$ cat src/rtl/stdet_pkg.sv
// Shared types and constants of the silence and timeout detector.
// Used by stdet_out_skid and silence_timeout_detector_core; depends on nothing.
`default_nettype none

package stdet_pkg;

    // Widths of the configuration registers.
    localparam int WINDOW_W   = 17;
    localparam int LEVEL_W    = 16;
    localparam int RATIO_W    = 7;
    localparam int SILENT_W   = 8;
    localparam int TIMEOUT_W  = 16;

    // Configuration port geometry.
    localparam int CFG_IDX_W  = 3;
    localparam int CFG_DATA_W = 17;

    // Register indexes on the configuration port.
    localparam logic [CFG_IDX_W-1:0] CFG_WINDOW_LENGTH   = 3'd0;
    localparam logic [CFG_IDX_W-1:0] CFG_LEVEL_THRESHOLD = 3'd1;
    localparam logic [CFG_IDX_W-1:0] CFG_CRITICAL_RATIO  = 3'd2;
    localparam logic [CFG_IDX_W-1:0] CFG_SILENT_SECONDS  = 3'd3;
    localparam logic [CFG_IDX_W-1:0] CFG_TIMEOUT_SECONDS = 3'd4;

    // Register values after reset. The level of 33 is -60 dBFS of full scale.
    localparam logic [WINDOW_W-1:0]  RST_WINDOW_LENGTH   = 17'd16000;
    localparam logic [LEVEL_W-1:0]   RST_LEVEL_THRESHOLD = 16'd33;
    localparam logic [RATIO_W-1:0]   RST_CRITICAL_RATIO  = 7'd90;
    localparam logic [SILENT_W-1:0]  RST_SILENT_SECONDS  = 8'd0;
    localparam logic [TIMEOUT_W-1:0] RST_TIMEOUT_SECONDS = 16'd5;

    // Input actions.
    localparam logic ACT_SAMPLE  = 1'b0;
    localparam logic ACT_RESTART = 1'b1;

    // Stop reasons.
    localparam logic [1:0] STOP_RUNNING = 2'd0;
    localparam logic [1:0] STOP_SILENCE = 2'd1;
    localparam logic [1:0] STOP_TIMEOUT = 2'd2;

    // Percentage scale and width of the silence comparison products.
    localparam int PROD_W = WINDOW_W + RATIO_W;
    localparam logic [RATIO_W-1:0] PCT_SCALE = 7'd100;

    // One result beat.
    typedef struct packed {
        logic       window_end;
        logic       window_silent;
        logic       done_res;
        logic [1:0] stop_reason;
    } t_result;

endpackage

`default_nettype wire

$ cat src/rtl/stdet_out_skid.sv
// Two-entry output stage: a result register backed by one skid register.
// Depends on stdet_pkg for the result beat type.
`default_nettype none

module stdet_out_skid (
    input  wire logic               i_clk,
    input  wire logic               i_rst_n,
    input  wire logic               i_push,
    input  wire stdet_pkg::t_result i_push_data,
    input  wire logic               i_out_stall,
    output logic                    o_out_valid,
    output stdet_pkg::t_result      o_out_data,
    output logic                    o_full
);

    logic               r_out_valid;
    logic               r_skid_valid;
    stdet_pkg::t_result r_out_data;
    stdet_pkg::t_result r_skid_data;
    logic               out_take;

    assign out_take = r_out_valid && !i_out_stall;

    always_ff @(posedge i_clk) begin
        if (!i_rst_n) begin
            r_out_valid  <= 1'b0;
            r_skid_valid <= 1'b0;
        end else if (r_skid_valid) begin
            if (out_take) begin
                r_skid_valid <= 1'b0;
            end
        end else if (i_push) begin
            if (!r_out_valid || out_take) begin
                r_out_valid <= 1'b1;
            end else begin
                r_skid_valid <= 1'b1;
            end
        end else if (out_take) begin
            r_out_valid <= 1'b0;
        end
    end

    always_ff @(posedge i_clk) begin
        if (r_skid_valid) begin
            if (out_take) begin
                r_out_data <= r_skid_data;
            end
        end else if (i_push) begin
            if (!r_out_valid || out_take) begin
                r_out_data <= i_push_data;
            end else begin
                r_skid_data <= i_push_data;
            end
        end
    end

    assign o_out_valid = r_out_valid;
    assign o_out_data  = r_out_data;
    assign o_full      = r_skid_valid;

    // The skid register is only ever filled behind a waiting result.
    a_skid_behind_out: assert property (@(posedge i_clk) disable iff (!i_rst_n)
        r_skid_valid |-> r_out_valid)
        else $error("skid entry held without a result in the output register");

    a_skid_fills_on_stall: assert property (@(posedge i_clk) disable iff (!i_rst_n)
        (!r_skid_valid && i_push && r_out_valid && i_out_stall) |=> r_skid_valid)
        else $error("result pushed into a stalled output was not kept");

    a_skid_drains: assert property (@(posedge i_clk) disable iff (!i_rst_n)
        (r_skid_valid && !i_out_stall) |=> (!r_skid_valid && r_out_valid))
        else $error("skid entry did not move to the output register");

endmodule

`default_nettype wire

$ cat src/rtl/silence_timeout_detector_core.sv
// Top level of the silence and timeout detector for a mono capture stream.
// Depends on stdet_pkg and instantiates stdet_out_skid.
//
// Usage: samples enter on the input channel (i_in_valid / o_in_stall) with
// i_action low; an item with i_action high restarts capture and clears every
// counter. Each accepted beat yields exactly one result beat on the output
// channel (o_out_valid / i_out_stall) carrying window_end, window_silent,
// done_res and stop_reason.
// A result is registered at the edge that accepts its beat, in the skid entry if
// the output register is stalled. Throughput: one beat per cycle while o_in_stall
// is low, set by the single registered state update of window and run counters.
// Stall: a result register plus one skid entry hold results while the
// receiver stalls; the input keeps being accepted until both are full, then
// o_in_stall rises (it is registered and never depends on i_in_valid).
// Reset: synchronous and active low; the configuration registers return to
// their defaults (16000, 33, 90, 0, 5), all counters clear and no result is
// pending. Configuration writes through i_cfg_we take effect at once and are
// expected only while no beat is in flight.
`default_nettype none

module silence_timeout_detector_core #(
    parameter int SAMPLE_BITS = 16
) (
    input  wire logic                                  i_clk,
    input  wire logic                                  i_rst_n,
    input  wire logic                                  i_in_valid,
    output logic                                       o_in_stall,
    input  wire logic                                  i_action,
    input  wire logic signed [SAMPLE_BITS-1:0]         i_sample,
    input  wire logic                                  i_cfg_we,
    input  wire logic [stdet_pkg::CFG_IDX_W-1:0]       i_cfg_index,
    input  wire logic [stdet_pkg::CFG_DATA_W-1:0]      i_cfg_data,
    output logic                                       o_out_valid,
    input  wire logic                                  i_out_stall,
    output logic                                       o_window_end,
    output logic                                       o_window_silent,
    output logic                                       o_done_res,
    output logic [1:0]                                 o_stop_reason
);

    // The magnitude compare runs at the wider of the sample and threshold widths.
    localparam int MAG_W = (SAMPLE_BITS > stdet_pkg::LEVEL_W) ? SAMPLE_BITS
                                                                : stdet_pkg::LEVEL_W;

    // Configuration registers.
    logic [stdet_pkg::WINDOW_W-1:0]  r_window_length;
    logic [stdet_pkg::LEVEL_W-1:0]   r_level_threshold;
    logic [stdet_pkg::RATIO_W-1:0]   r_critical_ratio;
    logic [stdet_pkg::SILENT_W-1:0]  r_silent_seconds;
    logic [stdet_pkg::TIMEOUT_W-1:0] r_timeout_seconds;

    // Capture state and its next values.
    logic [stdet_pkg::WINDOW_W-1:0]  r_window_position, n_window_position;
    logic [stdet_pkg::WINDOW_W-1:0]  r_voiced_count, n_voiced_count;
    logic [stdet_pkg::SILENT_W-1:0]  r_silent_run, n_silent_run;
    logic [stdet_pkg::TIMEOUT_W-1:0] r_windows_done, n_windows_done;
    logic                            r_finished, n_finished;
    logic [1:0]                      r_end_reason, n_end_reason;

    logic                            in_accept;
    logic [SAMPLE_BITS-1:0]          sample_raw;
    logic [SAMPLE_BITS-1:0]          sample_mag;
    logic                            sample_voiced;
    logic [stdet_pkg::WINDOW_W-1:0]  wl_eff;
    logic [stdet_pkg::WINDOW_W-1:0]  voiced_inc;
    logic [stdet_pkg::WINDOW_W-1:0]  position_inc;
    logic [stdet_pkg::WINDOW_W-1:0]  quiet_count;
    logic [stdet_pkg::PROD_W-1:0]    quiet_prod;
    logic [stdet_pkg::PROD_W-1:0]    ratio_prod;
    logic                            window_is_silent;
    logic [stdet_pkg::TIMEOUT_W-1:0] windows_inc;
    logic [stdet_pkg::SILENT_W-1:0]  run_inc;
    logic                            by_silence;
    logic                            skid_full;
    stdet_pkg::t_result              step_result;
    stdet_pkg::t_result              out_result;

    assign in_accept  = i_in_valid && !skid_full;
    assign o_in_stall = skid_full;

    // Configuration writes; indexes past the list are ignored.
    always_ff @(posedge i_clk) begin
        if (!i_rst_n) begin
            r_window_length   <= stdet_pkg::RST_WINDOW_LENGTH;
            r_level_threshold <= stdet_pkg::RST_LEVEL_THRESHOLD;
            r_critical_ratio  <= stdet_pkg::RST_CRITICAL_RATIO;
            r_silent_seconds  <= stdet_pkg::RST_SILENT_SECONDS;
            r_timeout_seconds <= stdet_pkg::RST_TIMEOUT_SECONDS;
        end else if (i_cfg_we) begin
            case (i_cfg_index)
                stdet_pkg::CFG_WINDOW_LENGTH: begin
                    r_window_length <= i_cfg_data[stdet_pkg::WINDOW_W-1:0];
                end
                stdet_pkg::CFG_LEVEL_THRESHOLD: begin
                    r_level_threshold <= i_cfg_data[stdet_pkg::LEVEL_W-1:0];
                end
                stdet_pkg::CFG_CRITICAL_RATIO: begin
                    r_critical_ratio <= i_cfg_data[stdet_pkg::RATIO_W-1:0];
                end
                stdet_pkg::CFG_SILENT_SECONDS: begin
                    r_silent_seconds <= i_cfg_data[stdet_pkg::SILENT_W-1:0];
                end
                stdet_pkg::CFG_TIMEOUT_SECONDS: begin
                    r_timeout_seconds <= i_cfg_data[stdet_pkg::TIMEOUT_W-1:0];
                end
                default: begin
                end
            endcase
        end
    end

    // Two's complement magnitude. The most negative code maps to its own bit
    // pattern read as unsigned, which is exactly 2**(SAMPLE_BITS-1).
    assign sample_raw = i_sample;
    assign sample_mag = sample_raw[SAMPLE_BITS-1] ? (~sample_raw + SAMPLE_BITS'(1))
                                                  : sample_raw;

    // A zero sample is never voiced, even with a zero threshold.
    assign sample_voiced = (sample_mag != '0) &&
                           (MAG_W'(sample_mag) >= MAG_W'(r_level_threshold));

    // A programmed window length of zero behaves as one.
    assign wl_eff = (r_window_length == '0) ? stdet_pkg::WINDOW_W'(1) : r_window_length;

    assign voiced_inc   = r_voiced_count + stdet_pkg::WINDOW_W'(sample_voiced);
    assign position_inc = r_window_position + stdet_pkg::WINDOW_W'(1);

    // Silent samples of the window; if the length was lowered below the
    // voiced count mid-window, the quiet count floors at zero.
    assign quiet_count = (wl_eff > voiced_inc) ? (wl_eff - voiced_inc) : '0;

    // Silent percentage test in exact integers: quiet * 100 > ratio * length.
    assign quiet_prod = stdet_pkg::PROD_W'(quiet_count) *
                        stdet_pkg::PROD_W'(stdet_pkg::PCT_SCALE);
    assign ratio_prod = stdet_pkg::PROD_W'(r_critical_ratio) *
                        stdet_pkg::PROD_W'(wl_eff);
    assign window_is_silent = quiet_prod > ratio_prod;

    // Both window counters saturate.
    assign windows_inc = (r_windows_done != '1)
                       ? (r_windows_done + stdet_pkg::TIMEOUT_W'(1)) : r_windows_done;
    assign run_inc     = (r_silent_run != '1)
                       ? (r_silent_run + stdet_pkg::SILENT_W'(1)) : r_silent_run;

    always_comb begin
        n_window_position = r_window_position;
        n_voiced_count    = r_voiced_count;
        n_silent_run      = r_silent_run;
        n_windows_done    = r_windows_done;
        n_finished        = r_finished;
        n_end_reason      = r_end_reason;
        by_silence        = 1'b0;
        step_result       = '0;

        if (in_accept) begin
            if (i_action == stdet_pkg::ACT_RESTART) begin
                n_window_position = '0;
                n_voiced_count    = '0;
                n_silent_run      = '0;
                n_windows_done    = '0;
                n_finished        = 1'b0;
                n_end_reason      = stdet_pkg::STOP_RUNNING;
            end else if (!r_finished) begin
                n_voiced_count    = voiced_inc;
                n_window_position = position_inc;
                if (position_inc >= wl_eff) begin
                    step_result.window_end    = 1'b1;
                    step_result.window_silent = window_is_silent;
                    n_window_position         = '0;
                    n_voiced_count            = '0;
                    n_windows_done            = windows_inc;

                    // The silent run is only tracked while the silence stop is on.
                    if (r_silent_seconds != '0) begin
                        if (window_is_silent) begin
                            n_silent_run = run_inc;
                            by_silence   = (run_inc >= r_silent_seconds);
                        end else begin
                            n_silent_run = '0;
                        end
                    end

                    // Silence wins when both limits are met on the same window.
                    if (by_silence) begin
                        n_finished   = 1'b1;
                        n_end_reason = stdet_pkg::STOP_SILENCE;
                    end else if (windows_inc >= r_timeout_seconds) begin
                        n_finished   = 1'b1;
                        n_end_reason = stdet_pkg::STOP_TIMEOUT;
                    end
                end
            end
            step_result.done_res    = n_finished;
            step_result.stop_reason = n_end_reason;
        end
    end

    always_ff @(posedge i_clk) begin
        if (!i_rst_n) begin
            r_window_position <= '0;
            r_voiced_count    <= '0;
            r_silent_run      <= '0;
            r_windows_done    <= '0;
            r_finished        <= 1'b0;
            r_end_reason      <= stdet_pkg::STOP_RUNNING;
        end else begin
            r_window_position <= n_window_position;
            r_voiced_count    <= n_voiced_count;
            r_silent_run      <= n_silent_run;
            r_windows_done    <= n_windows_done;
            r_finished        <= n_finished;
            r_end_reason      <= n_end_reason;
        end
    end

    stdet_out_skid u_out_skid (
        .i_clk       (i_clk),
        .i_rst_n     (i_rst_n),
        .i_push      (in_accept),
        .i_push_data (step_result),
        .i_out_stall (i_out_stall),
        .o_out_valid (o_out_valid),
        .o_out_data  (out_result),
        .o_full      (skid_full)
    );

    assign o_window_end    = out_result.window_end;
    assign o_window_silent = out_result.window_silent;
    assign o_done_res      = out_result.done_res;
    assign o_stop_reason   = out_result.stop_reason;

    // A stop reason is recorded exactly when capture has ended.
    a_reason_matches_done: assert property (@(posedge i_clk) disable iff (!i_rst_n)
        r_finished == (r_end_reason != stdet_pkg::STOP_RUNNING))
        else $error("stop reason disagrees with the done flag");

    // Samples that arrive after the end of capture leave the counters alone.
    a_done_freezes_windows: assert property (@(posedge i_clk) disable iff (!i_rst_n)
        (in_accept && i_action == stdet_pkg::ACT_SAMPLE && r_finished)
            |=> ($stable(r_windows_done) && $stable(r_silent_run) && r_finished))
        else $error("counters moved after capture ended");

    // Voiced samples are a subset of the samples taken in the window.
    a_voiced_bounded: assert property (@(posedge i_clk) disable iff (!i_rst_n)
        r_voiced_count <= r_window_position)
        else $error("voiced count exceeds the window position");

endmodule

`default_nettype wire

$ cat config.mk
export PLATFORM = sky130hd
export DESIGN_NAME = silence_timeout_detector_core
export DESIGN_NICKNAME = d
export VERILOG_FILES = /design/src/rtl/stdet_pkg.sv /design/src/rtl/stdet_out_skid.sv /design/src/rtl/silence_timeout_detector_core.sv
export SDC_FILE = /design/constraint.sdc
export NUM_CORES = 1
export LEC_CHECK = 0
export BUFFER_PORTS_ARGS = -buffer_cell sky130_fd_sc_hd__buf_4
export CELL_PAD_IN_SITES_DETAIL_PLACEMENT = 1
export CELL_PAD_IN_SITES_GLOBAL_PLACEMENT = 2
export CORE_MARGIN = 2
export CORE_UTILIZATION = 36
export CTS_BUF_LIST = sky130_fd_sc_hd__clkbuf_8
export CTS_CLUSTER_DIAMETER = 30
export DETAILED_ROUTE_END_ITERATION = 6
export GPL_TIMING_DRIVEN = 0
export PLACE_DENSITY_LB_ADDON = 0.1
export SYNTH_ARGS = -nofsm -noshare
export SYNTH_HDL_FRONTEND = slang
export SYNTH_HIERARCHICAL = 1
export SYNTH_SLANG_ARGS = --single-unit
$ cat constraint.sdc
create_clock -name i_clk -period 13.1 [get_ports i_clk]
set_input_delay 1.965 -clock i_clk [delete_from_list [all_inputs] [get_ports i_clk]]
set_output_delay 1.965 -clock i_clk [all_outputs]
set_load 0.005 [all_outputs]
==> Implementation_results.wiki <==
{| class="wikitable"
! Metric !! Value
|-
| CTS H-tree lvls || 4
|-
| Final worst clock skew || 0.0128 ns
|-
| IO buf count || 47
|-
| Net count of the mapped netlist || approximately 2100
|-
| Kind of path behind the tightest hold check || flop to flop
|-
| EDFF count, synth || 10
|-
| Dominant synthesized flop cell || dfxtp_1
|-
| Starting density of the core || between 30% and 40%
|-
| Antenna viol nets, final || 0
|-
| Clock sinks || 137
|-
| Post-Syn Instances || 1804
|-
| TritonCTS clock tree || yes
|-
| Final-stage net count || 2207
|-
| Die Span X || 205 um
|-
| DRT Pass-1 Iters || 5
|-
| Share of the synthesized area in the top cell type || approximately 17%
|-
| Pins over their slew limit || 0
|-
| CTS clock-pin slew for the worst setup and hold paths || 0.09 ns
|-
| Fraction of layout instances using a drive strength above 1 || a little under a tenth
|-
| Leading cell type in the layout, fill and taps excluded || nand2_1
|-
| First-pass GRT wire length || around 70000 um
|-
| Delay of the slowest critical-path stage || approximately 0.6 ns
|-
| Number of CTS-inserted buffers || 17
|-
| Crit path time final || between 10 and 15 ns
|-
| Drt drc || 0
|-
| Half-perimeter wire length after placement || 34800 um
|-
| MaxCap Viol Count || 0
|-
| Seq/Total Area, Yosys || between 10% and 20%
|-
| Data arrival time at the worst-slack endpoint || approximately 13 ns
|-
| Yosys reg bits || approximately 140
|-
| Cell Count, Final, Fillers Out || ~2400
|-
| Largest voltage drop on the vdd net || 86.6 uV
|-
| Area Overhead vs Synth || 12.7%
|-
| Die Span Y || just over 200 um
|-
| Relative max-transition margin || about two fifths
|-
| Status || finished clean
|-
| Slew of the pin with the lowest slew margin || about 0.93 ns
|-
| Async set or reset register ratio after synthesis || 0%
|-
| Average cell area after synthesis || between 8 and 9 um^2
|-
| Number of core rows || 73
|-
| Final wirelength || roughly 43000 um
|-
| Maximum fanout along the worst path || 10
|-
| Endpoint kind of the worst setup timing path || flop
|-
| Routed via count || approximately 13000
|-
| Number of filler instances in the final layout || about 4900
|-
| Detailed router's first-iteration violation count || about 380
|-
| Worst path most repeated cell || ha_1
|-
| Inserted Diodes || 0
|-
| Total standard cell area after synthesis || roughly 15000 um^2
|-
| Critical path data required time || around 13 ns
|-
| Antenna violations before repair || 0
|-
| Gr usage total || 21.4%
|-
| Crit path setup slack, layout || between 0.5 and 0.6 ns
|-
| Summed negative setup slack over all endpoints || 0 ns
|-
| Post-place setup slack || -2.42 ns
|-
| Clk buf depth || 2
|-
| Area of the core region || between 30000 and 40000 um^2
|-
| Num ports || between 40 and 50
|-
| Top post-synthesis cells by area || dfxtp_1 (17%), ha_1 (17%), fa_1 (12%), nand2_1 (7.9%), inv_1 (5.6%)
|-
| Via count of the first global-routing pass || approximately 13000
|-
| Total count of hold-check failures in the final report || 0
|-
| Global-route congestion overflow total || 0
|-
| Library cell with the largest summed area after synthesis || dfxtp_1
|-
| Clk Latency, worst-skew pair || about 0.48 ns
|-
| Maximum number of pins on one net before global-route repair || 17
|-
| Startpoint kind of the worst setup timing path || input pin
|-
| PD cells || roughly 140 nW/um^2
|-
| Worst-case register-to-register setup slack || about 2.7 ns
|-
| Final estimated routing congestion in global placement || approximately 0.77
|-
| Cell total after placement || between 2000 and 2500
|-
| Cell with the biggest individual delay on the critical path || or4_4
|-
| Clock Root Buffer || clkbuf_8
|-
| Part of the cycle the worst path needs || 96.0%
|-
| Routed length per placed instance || around 18 um
|-
| Overall die area || approximately 42000 um^2
|-
| Maximum clock frequency || roughly 80 MHz
|-
| Post-route standard cell area excluding fillers || between 15000 and 20000 um^2
|-
| P_leak || about 7.3 nW
|-
| Worst hold slack after final layout || 0.468 ns
|-
| Critical path start-end classification || input pin to flop
|-
| Number of distinct library cell variants in the gate-level netlist after synthesis || 75
|-
| Detailed-route vias per instance || 5.21
|-
| Synthesis warning total || 6
|-
| Placed instance area || roughly 16000 um^2
|-
| # setup viols final || 0
|-
| Most frequent cells in the layout || nand2_1 (305), inv_1 (217), ha_1 (189)
|}
## cell families (layout without fill, tap and decap cells)
| kind of cell | count (synthesis) | count (layout) | synth area share [%] |
|---|---|---|---|
| muxes | 8 | 8 | 0.748 |
| xor gates and xnor gates | 104 | 104 | 6.26 |
| AOI/OAI and AO/OA | 350 | 350 | 16.7 |
| adders and majority gates | 284 | 284 | 28.9 |
| and+or+nand+nor | 616 | 616 | 19.8 |
| DFF | 137 | 137 | 19.5 |
| buffers and inverters | 305 | 395 | 8.00 |
## layout make-up
cell class	instances	area [um^2]	share of cell area (%)
repair buffers	60	450	2.75
clock buffers	18	248	1.51
multi-input cells	1362	10900	66.5
flip-flops and latches	137	2840	17.3
plain buffers	87	357	2.17
inverters	216	811	4.94
clock inverters	14	120	0.732
well taps	525	657	4.01
## cells in the mapped netlist (6+ instances only)
cell type,n
o21bai_1,6
a21o_1,29
clkbuf_1,81
o2111ai_1,7
o211ai_1,9
a22o_1,21
or2_2,6
nor2b_1,14
xnor2_1,66
dfxtp_1,127
o21a_1,18
inv_1,216
and3_1,30
nor4_1,6
xor2_1,38
nand2b_1,16
nor2_1,64
and2_1,47
nor3_1,19
edfxtp_1,10
a21boi_0,52
a21oi_1,56
ha_1,197
nand2_1,307
a211oi_1,11
o31ai_1,28
or3_1,6
fa_1,87
nand4_1,11
nand3_1,70
o21ai_0,71
## flip-flops by register name (all words and copies together), names as in the netlist, 2 cells and up
register / cells
r_voiced_count: 17
r_windows_done: 16
r_timeout_seconds: 16
r_silent_run: 8
r_window_length: 17
u_out_skid/r_skid_data: 5
r_window_position: 17
r_level_threshold: 16
u_out_skid/o_out_data: 5
r_end_reason: 2
r_silent_seconds: 8
r_critical_ratio: 7
## where the power goes
group | switching, W | total, W | internal [W]
registers | 0.00000603 | 0.000435 | 0.000429
clock network | 0.000191 | 0.000347 | 0.000156
logic | 0.000873 | 0.00157 | 0.000696
total | 0.00107 | 0.00235 | 0.00128
## per-stage QoR
| step | util (%) | total power [W] |
|---|---|---|
| after global placement | 39.1 | 0.00181 |
| after CTS | 40.3 | 0.00227 |
| after floorplan | - | 0.00150 |
| after global routing | 41.2 | 0.00261 |
| after detailed placement | 39.1 | 0.00186 |
| final | 41.2 | 0.00235 |
## worst max-delay path: cells and delay by family
family | cells | cell delay (ns)
muxes | 1 | 0.27
xor gates and xnor gates | 2 | 0.34
adders and majority gates | 8 | 2.62
and+or+nand+nor | 21 | 4.78
AOI/OAI and AO/OA | 15 | 2.21
buffers and inverters | 5 | 0.59
## routing by layer
layer / share of wire, % / track usage (%) / vias to the layer above
met3: 2.1 / 2.50 / 28
met2: 47 / 35.4 / 109
met5: 0 / 0 / -
met1: 50 / 30.2 / 6261
met4: 1.1 / 3.67 / 0
li1: - / - / 6208
## worst paths after layout
check                                         start                                 end  depth (start not counted)
setup / recovery                        i_sample[2]  u_out_skid/o_out_data[1]$_DFFE_PP_                         52
hold / removal    r_level_threshold[6]$_SDFFE_PN0P_   r_level_threshold[6]$_SDFFE_PN0P_                          2
setup reg to reg  r_level_threshold[0]$_SDFFE_PN1P_  u_out_skid/o_out_data[1]$_DFFE_PP_                         50
hold reg to reg   r_level_threshold[6]$_SDFFE_PN0P_   r_level_threshold[6]$_SDFFE_PN0P_                          2
## what timing repair did
| item | CTS | global route |
|---|---|---|
| hold endpoints to repair | 0 | 0 |
| hold buffers | 0 | 0 |
| setup buffers | 2 | 11 |
| setup endpoints to repair | 19 | 17 |
| resized for setup | 34 | 45 |
| pin swaps | 4 | 20 |
No activity file was read; power rests on OpenSTA's default activity.
